==> src/hdl/bsc_pkg.sv <==
// Shared types, symmetry tables and permutation helpers for the board canonicalizer.
package bsc_pkg;

  localparam int unsigned CELL_BITS = 4;
  localparam int unsigned SIDE      = 4;
  localparam int unsigned BOARD_W   = CELL_BITS * SIDE * SIDE;
  localparam int unsigned NUM_IMG   = 7;

  typedef logic [BOARD_W-1:0] board_t;

  typedef enum logic [2:0] {
    MODE_IDENTITY = 3'd0,
    MODE_FULL     = 3'd1,
    MODE_DIAG     = 3'd2,
    MODE_HORIZ    = 3'd3,
    MODE_MIN24    = 3'd4,
    MODE_MIN33    = 3'd5,
    MODE_MIN34    = 3'd6
  } mode_t;

  typedef enum logic [4:0] {
    SYM_ID, SYM_LR, SYM_UD, SYM_TMAIN, SYM_TANTI, SYM_R180, SYM_RLEFT, SYM_RRIGHT,
    SYM_C33, SYM_R33, SYM_T33, SYM_A33, SYM_H33, SYM_RR33, SYM_RL33,
    SYM_UD34, SYM_H34
  } sym_t;

  typedef sym_t sym_set_t [0:NUM_IMG-1];

  // Short sets are padded with identity, which never lowers the minimum
  localparam sym_set_t SET_NONE  = '{SYM_ID, SYM_ID, SYM_ID, SYM_ID, SYM_ID, SYM_ID, SYM_ID};
  localparam sym_set_t SET_FULL  = '{SYM_LR, SYM_UD, SYM_TMAIN, SYM_TANTI,
                                     SYM_R180, SYM_RLEFT, SYM_RRIGHT};
  localparam sym_set_t SET_DIAG  = '{SYM_TMAIN, SYM_ID, SYM_ID, SYM_ID, SYM_ID, SYM_ID, SYM_ID};
  localparam sym_set_t SET_HORIZ = '{SYM_LR, SYM_ID, SYM_ID, SYM_ID, SYM_ID, SYM_ID, SYM_ID};
  localparam sym_set_t SET_24    = '{SYM_LR, SYM_UD, SYM_R180, SYM_ID, SYM_ID, SYM_ID, SYM_ID};
  localparam sym_set_t SET_33    = '{SYM_C33, SYM_R33, SYM_T33, SYM_A33,
                                     SYM_H33, SYM_RR33, SYM_RL33};
  localparam sym_set_t SET_34    = '{SYM_LR, SYM_UD34, SYM_H34, SYM_ID, SYM_ID, SYM_ID, SYM_ID};

  function automatic sym_t sym_select(logic [2:0] mode, logic [2:0] idx);
    sym_t sym;
    sym = SYM_ID;
    unique case (mode)
      MODE_FULL:  sym = SET_FULL[idx];
      MODE_DIAG:  sym = SET_DIAG[idx];
      MODE_HORIZ: sym = SET_HORIZ[idx];
      MODE_MIN24: sym = SET_24[idx];
      MODE_MIN33: sym = SET_33[idx];
      MODE_MIN34: sym = SET_34[idx];
      default:    sym = SET_NONE[idx];
    endcase
    return sym;
  endfunction

  // Pure wiring: destination (r,c) takes the cell named by the symmetry
  function automatic board_t sym_image(board_t board, sym_t sym);
    board_t     img;
    logic [1:0] rr;
    logic [1:0] cc;
    logic [1:0] sr;
    logic [1:0] sc;
    logic       inner;
    logic [3:0] dst;
    logic [3:0] src;
    img = '0;
    for (int r = 0; r < SIDE; r++) begin
      for (int c = 0; c < SIDE; c++) begin
        rr    = 2'(r);
        cc    = 2'(c);
        sr    = rr;
        sc    = cc;
        inner = (rr != 2'd3) && (cc != 2'd3);
        case (sym)
          SYM_LR:     begin sr = rr;        sc = 2'd3 - cc; end
          SYM_UD:     begin sr = 2'd3 - rr; sc = cc;        end
          SYM_TMAIN:  begin sr = cc;        sc = rr;        end
          SYM_TANTI:  begin sr = 2'd3 - cc; sc = 2'd3 - rr; end
          SYM_R180:   begin sr = 2'd3 - rr; sc = 2'd3 - cc; end
          SYM_RLEFT:  begin sr = cc;        sc = 2'd3 - rr; end
          SYM_RRIGHT: begin sr = 2'd3 - cc; sc = rr;        end
          SYM_C33:  if (inner) begin sr = rr;        sc = 2'd2 - cc; end
          SYM_R33:  if (inner) begin sr = 2'd2 - rr; sc = cc;        end
          SYM_T33:  if (inner) begin sr = cc;        sc = rr;        end
          SYM_A33:  if (inner) begin sr = 2'd2 - cc; sc = 2'd2 - rr; end
          SYM_H33:  if (inner) begin sr = 2'd2 - rr; sc = 2'd2 - cc; end
          SYM_RR33: if (inner) begin sr = 2'd2 - cc; sc = rr;        end
          SYM_RL33: if (inner) begin sr = cc;        sc = 2'd2 - rr; end
          SYM_UD34: if (rr != 2'd3) begin sr = 2'd2 - rr; end
          SYM_H34: begin
            sr = (rr != 2'd3) ? 2'd2 - rr : rr;
            sc = 2'd3 - cc;
          end
          default: begin sr = rr; sc = cc; end
        endcase
        dst = {rr, cc};
        src = {sr, sc};
        img[{dst, 2'b00} +: CELL_BITS] = board[{src, 2'b00} +: CELL_BITS];
      end
    end
    return img;
  endfunction

  function automatic board_t board_min(board_t a, board_t b);
    return (b < a) ? b : a;
  endfunction

endpackage

==> src/hdl/board_symmetry_canonicalizer.sv <==
// Board symmetry canonicalizer: image generation and a pipelined minimum tree.
// Stages: the image stage s1, then three compare stages s2, s3, s4 of a registered
//   8-to-1 minimum tree (four, two and one 64-bit compares); out_valid is the s4 valid bit.
// Throughput: one board per cycle while out_ready does not stall the output; each
//   stage advances on its own when the next stage is empty or moving, so bubbles
//   are squeezed out under output stall.
// Reset (rst_n low, synchronous): all stage valid bits clear, mode returns to identity.
module board_symmetry_canonicalizer (
  input  logic                        clk,
  input  logic                        rst_n,
  input  logic                        cfg_we,
  input  logic [2:0]                  cfg_wdata,
  input  logic                        in_valid,
  output logic                        in_ready,
  input  logic [bsc_pkg::BOARD_W-1:0] in_board,
  output logic                        out_valid,
  input  logic                        out_ready,
  output logic [bsc_pkg::BOARD_W-1:0] out_canonical_board
);

  logic [2:0] mode_r;

  logic            v1_r, v2_r, v3_r, v4_r;
  logic            rdy1, rdy2, rdy3, rdy4;
  bsc_pkg::board_t s1_r   [0:7];
  bsc_pkg::board_t s1_nxt [0:7];
  bsc_pkg::board_t s2_r   [0:3];
  bsc_pkg::board_t s3_r   [0:1];
  bsc_pkg::board_t s4_r;

  assign rdy4     = !v4_r || out_ready;
  assign rdy3     = !v3_r || rdy4;
  assign rdy2     = !v2_r || rdy3;
  assign rdy1     = !v1_r || rdy2;
  assign in_ready = rdy1;

  always_comb begin
    s1_nxt[0] = in_board;
    for (int i = 0; i < bsc_pkg::NUM_IMG; i++) begin
      s1_nxt[i+1] = bsc_pkg::sym_image(in_board, bsc_pkg::sym_select(mode_r, 3'(i)));
    end
  end

  always_ff @(posedge clk) begin
    if (!rst_n) begin
      mode_r <= bsc_pkg::MODE_IDENTITY;
      v1_r   <= 1'b0;
      v2_r   <= 1'b0;
      v3_r   <= 1'b0;
      v4_r   <= 1'b0;
    end else begin
      if (cfg_we) begin
        mode_r <= cfg_wdata;
      end
      if (rdy1) begin
        v1_r <= in_valid;
      end
      if (rdy2) begin
        v2_r <= v1_r;
      end
      if (rdy3) begin
        v3_r <= v2_r;
      end
      if (rdy4) begin
        v4_r <= v3_r;
      end
    end
  end

  // Payload stages, no reset
  always_ff @(posedge clk) begin
    if (rdy1 && in_valid) begin
      s1_r <= s1_nxt;
    end
    if (rdy2 && v1_r) begin
      for (int i = 0; i < 4; i++) begin
        s2_r[i] <= bsc_pkg::board_min(s1_r[2*i], s1_r[2*i+1]);
      end
    end
    if (rdy3 && v2_r) begin
      s3_r[0] <= bsc_pkg::board_min(s2_r[0], s2_r[1]);
      s3_r[1] <= bsc_pkg::board_min(s2_r[2], s2_r[3]);
    end
    if (rdy4 && v3_r) begin
      s4_r <= bsc_pkg::board_min(s3_r[0], s3_r[1]);
    end
  end

  assign out_valid           = v4_r;
  assign out_canonical_board = s4_r;

  a_final_min: assert property (@(posedge clk) disable iff (!rst_n)
    (v3_r && rdy4) |=> (s4_r <= $past(s3_r[0])) && (s4_r <= $past(s3_r[1])))
    else $error("final stage is not the minimum of its pair");

  a_stage2_min: assert property (@(posedge clk) disable iff (!rst_n)
    (v1_r && rdy2) |=> (s2_r[0] <= $past(s1_r[0])) && (s2_r[0] <= $past(s1_r[1])))
    else $error("first compare stage is not a minimum");

  a_identity_imgs: assert property (@(posedge clk) disable iff (!rst_n)
    (in_valid && in_ready && mode_r == bsc_pkg::MODE_IDENTITY) |=>
      (s1_r[1] == s1_r[0]) && (s1_r[7] == s1_r[0]))
    else $error("identity mode produced a differing image");

  a_full_stall: assert property (@(posedge clk) disable iff (!rst_n)
    !in_ready |-> (v1_r && v2_r && v3_r && v4_r && !out_ready))
    else $error("input stalled while the pipeline has a bubble");

  a_hold_out: assert property (@(posedge clk) disable iff (!rst_n)
    (v4_r && !out_ready) |=> v4_r && $stable(s4_r))
    else $error("pending result changed before transfer");

endmodule

==> config.mk <==
export PLATFORM = sky130hd
export DESIGN_NAME = board_symmetry_canonicalizer
export DESIGN_NICKNAME = d
export VERILOG_FILES = /design/src/hdl/bsc_pkg.sv /design/src/hdl/board_symmetry_canonicalizer.sv
export SDC_FILE = /design/constraint.sdc
export NUM_CORES = 2
export LEC_CHECK = 0
export BUFFER_PORTS_ARGS = -buffer_cell sky130_fd_sc_hd__buf_2
export CELL_PAD_IN_SITES_DETAIL_PLACEMENT = 1
export CELL_PAD_IN_SITES_GLOBAL_PLACEMENT = 1
export CORE_ASPECT_RATIO = 1.25
export CORE_MARGIN = 5
export CORE_UTILIZATION = 52
export DETAILED_ROUTE_END_ITERATION = 10
export PLACE_DENSITY_LB_ADDON = 0.1
export RECOVER_POWER = 100
export SETUP_SLACK_MARGIN = 0.1
export SLEW_MARGIN = 40
export SYNTH_ARGS = -nofsm -noshare
export SYNTH_HDL_FRONTEND = slang
export SYNTH_SLANG_ARGS = --single-unit
export TNS_END_PERCENT = 20
==> constraint.sdc <==
create_clock -name clk -period 34.5 [get_ports clk]
set_input_delay 5.175 -clock clk [delete_from_list [all_inputs] [get_ports clk]]
set_output_delay 5.175 -clock clk [all_outputs]
set_load 0.03 [all_outputs]
==> summary.md <==
| Metric | Value |
|---|---|
| Status | finished with violations |
| Failing checks | capacitance limit, slew limit |
| Setup slack after placement | between 20 and 25 ns |
| Max-slew violations | 2775 |
| # IOs | approximately 140 |
| Post-synth top area cell | edfxtp_1 |
| Hold Startpoint | v3_r |
| Crit path capture type | register |
| Max cap viols | 93 |
| Placement row count | between 100 and 150 |
| Fmax | about 58 MHz |
| Drt initial violations | around 4800 |
| Slowest stage delay, CP | between 3 and 4 ns |
| Post-CTS setup buffer count | 0 |
| CP required | 34.70 ns |
| Drt pass-1 iters | 6 |
| GR peak layer | met2 |
| CTS hold repair buffers | 0 |
| Gate power share | 0.212 |
| CTS Sinks | 963 |
| Power density over the cells | between 50 and 60 nW/um^2 |
| Psw | 0.0009924 W |
| CP Class | in -> reg |
| Met1 Usage GRT | 0.4384 |
| CP cell instances | buf_2 > nor2b_1 > and2_0 > a31oi_4 > clkbuf_1 > clkbuf_1 > clkbuf_1 > clkbuf_1 |
| Sequential-to-total area share from yosys stat | 0.5084 |
| Layout cells sized above 1 | 0.1229 |
| Flop2flop setup slack | ~21 ns |
| Core ar. | 108400 um^2 |
| Final setup viols | 0 |
| Antenna-violating nets left | 0 |
| Slew of the pin with the lowest slew margin | between 5 and 6 ns |
| Largest cells by area after synthesis | edfxtp_1 (51%), ha_1 (9.9%), mux2_2 (8.7%), nand2_1 (4.7%), mux4_2 (4.3%) |
| Worst slew margin | -2.693 |
| Mapped Cells | ~5000 |
| Largest net degree at the start of global routing | around 100 |
| RR Startpoint | out_valid |
| Buf+Inv Stages, Crit Path | 5 |
| Worst Setup Slack, final | 17.25 ns |
| Clock buffer depth | 3 |
| Area grow syn2layout | 8.984% |
| Starting Density | 0.5232 |
| Number of global-route vias before repair | 43820 |
| Hold crit path type | reg -> reg |
| Worst EP arrival | 17.45 ns |
| DIE AREA | around 120000 um^2 |
| DR WL/cell | about 33 um |
| Static leakage | 24.87 nW |
| Detailed placement HPWL | around 140000 um |
| CP Max Fanout | 75 |
| Antenna violations before repair | 23 |
| Top-count cell post-synth | edfxtp_1 |
| Die W | around 300 um |
| CTS root buffer | clkbuf_16 |
| Total power | around 0.0033 W |
| Slowest cell on crit path | clkbuf_1 |
| TritonCTS Buffers | roughly 100 |
| Post-synthesis cell area | around 57000 um^2 |
| First-pass GRT wire length | around 300000 um |
| Internal power | ~0.0023 W |
| Post-Layout Inst Area | just over 60000 um^2 |
| Vias/cell | between 6 and 7 |
| CTS tree | done |
| Drt drc | 0 |
| Final Skew | roughly 0.036 ns |
| Die Ht | ~380 um |
| Maximum vdd drop | 0.04798 mV |
| RSZ-0062 raised after global routing | no |
| Clk_lat worst skew | between 0.7 and 0.8 ns |
| Synth top area share | 0.5059 |
| Seq pwr share | 0.450 |
| Met3 GRT Util | 0.07509 |
| FFs w/ async S/R, synth | 0 |
| #FFs+latches synth | slightly below 1000 |
| GRT Overall Usage | 0.3599 |
| Final GP Congestion | 0.9247 |
| Syn_area_per_cell | between 10 and 15 um^2 |
| Tmin final | roughly 17 ns |
| Vias | approximately 43000 |
| Hold Path Sink | out_valid |
| Predominant post-synthesis flop cell | edfxtp_1 |
| Reg2reg path depth | 7 |
| Port bufs | around 140 |
| Clock Power Share | 0.337 |
| Fill count | approximately 11000 |
| RR Endpoint | s1_r[158] |
| Syn Nets | between 5000 and 6000 |
| CP dominant cell by count | clkbuf_1 |
| Seq. cell area | 28850 um^2 |
| Switching share of power | 0.3024 |
| Post-cts resize count | 0 |
| Number of flops mapped to enable cells by yosys | 956 |
| H-Tree Depth | 3 |
| YS warnings | 0 |
| CP top delay family | buffers and inverters |
| Crit path launch type | input port |
| Grt total ovfl | 0 |
| Top cells by count, synth | edfxtp_1 (956), nand2_1 (705), inv_1 (456), ha_1 (447), mux2_2 (439) |
| Period Utilization, post-route | 0.5000 |
| Post-synth cell types | 75 |
| Setup TNS | 0 ns |
| Reg clk slew, reported paths | roughly 0.060 ns |
| Placed instance area | roughly 59000 um^2 |
| Final-stage net count | ~5500 |
| Multi-input logic area | 24980 um^2 |
| Final Hold Vio Count | 0 |
| Hold path cells | 1 |
| WP depth | 8 |
| DRT Wirelength | about 210000 um |
| M2 GR Usage | 0.5889 |
logic make-up (layout without fill, tap and decap cells):
kind of cell / after synthesis / in the layout / synth area share
AO/OA/AOI/OAI: 867 / 867 / 0.09583
adder cells (fa/ha/maj): 447 / 447 / 0.09857
buffers and inverters: 781 / 894 / 0.05380
flip-flops: 963 / 963 / 0.5084
multiplexers: 676 / 676 / 0.1532
other: 0 / 10 / 0
AND/OR/NAND/NOR: 1206 / 1206 / 0.09019
state kept, by name, indices dropped and copies added, names as in the netlist:
name,flops
out_valid,1
out_canonical_board,64
s2_r,256
v3_r,1
s3_r,128
v2_r,1
mode_r,3
v1_r,1
s1_r,508
cells in the final DEF (no fill, tap or decap), drive strengths merged, types with 8 or more instances in the layout:
cell / instances
a22o: 10
a21o: 84
nand2: 705
nor2b: 28
o22ai: 22
ha: 447
nand3: 63
o31ai: 10
and3: 10
o21a: 20
and2: 9
a21oi: 284
mux2i: 109
or3: 8
a31oi: 79
diode: 10
edfxtp: 956
and4: 12
nor3: 42
clkinv: 63
a221oi: 9
nand2b: 14
buf: 83
nor2: 233
mux4: 108
inv: 458
a211oi: 46
o211ai: 32
nor4: 8
mux2: 459
o221ai: 9
a21boi: 16
a22oi: 31
o21ai: 164
clkbuf: 278
nand4: 61
power by group through the flow:
stage,Clock (W),Sequential (W),Combinational [W]
after floorplan,0,0.00151,0.000439
after global placement,0,0.00149,0.000665
after detailed placement,0,0.00150,0.000690
after CTS,0.00112,0.00147,0.000699
after global routing,0.00117,0.00148,0.000737
final,0.00111,0.00148,0.000696
layer usage:
layer | share of wire | wire length, um
met1 | 0.37 | 78300
met2 | 0.46 | 98470
met3 | 0.096 | 20510
met4 | 0.079 | 16990
met5 | 0.00050 | 108
cell type report:
class,count,area share
sequential,963,0.4666
clock buffer,117,0.04391
antenna,10,0.0004047
clock inverter,74,0.009206
tap,1438,0.02910
multi-input combinational,3196,0.4040
inverter,459,0.02786
timing repair buffer,244,0.01896
stage by stage:
step | utilization | hold slack (ns) | cells
after global routing | 0.5701 | 0.5362 | 6493
after CTS | 0.5751 | 0.4902 | 6490
after floorplan | - | 0.4479 | 4940
final | 0.5702 | 0.4861 | 6501
after global placement | 0.5423 | 0.4748 | 6288
after detailed placement | 0.5448 | 0.4743 | 6299
how the worst max path moves through the flow:
stage / endpoint / start / slack (ns)
after floorplan: s1_r[0] / out_ready / 2.24
after global placement: in_ready / out_ready / 22.90
after detailed placement: in_ready / out_ready / 22.84
after CTS: in_ready / out_ready / 22.84
after global routing: s1_r[158] / out_ready / 16.68
final: s1_r[158] / out_ready / 17.25
Power figures use the tool's default switching activity.
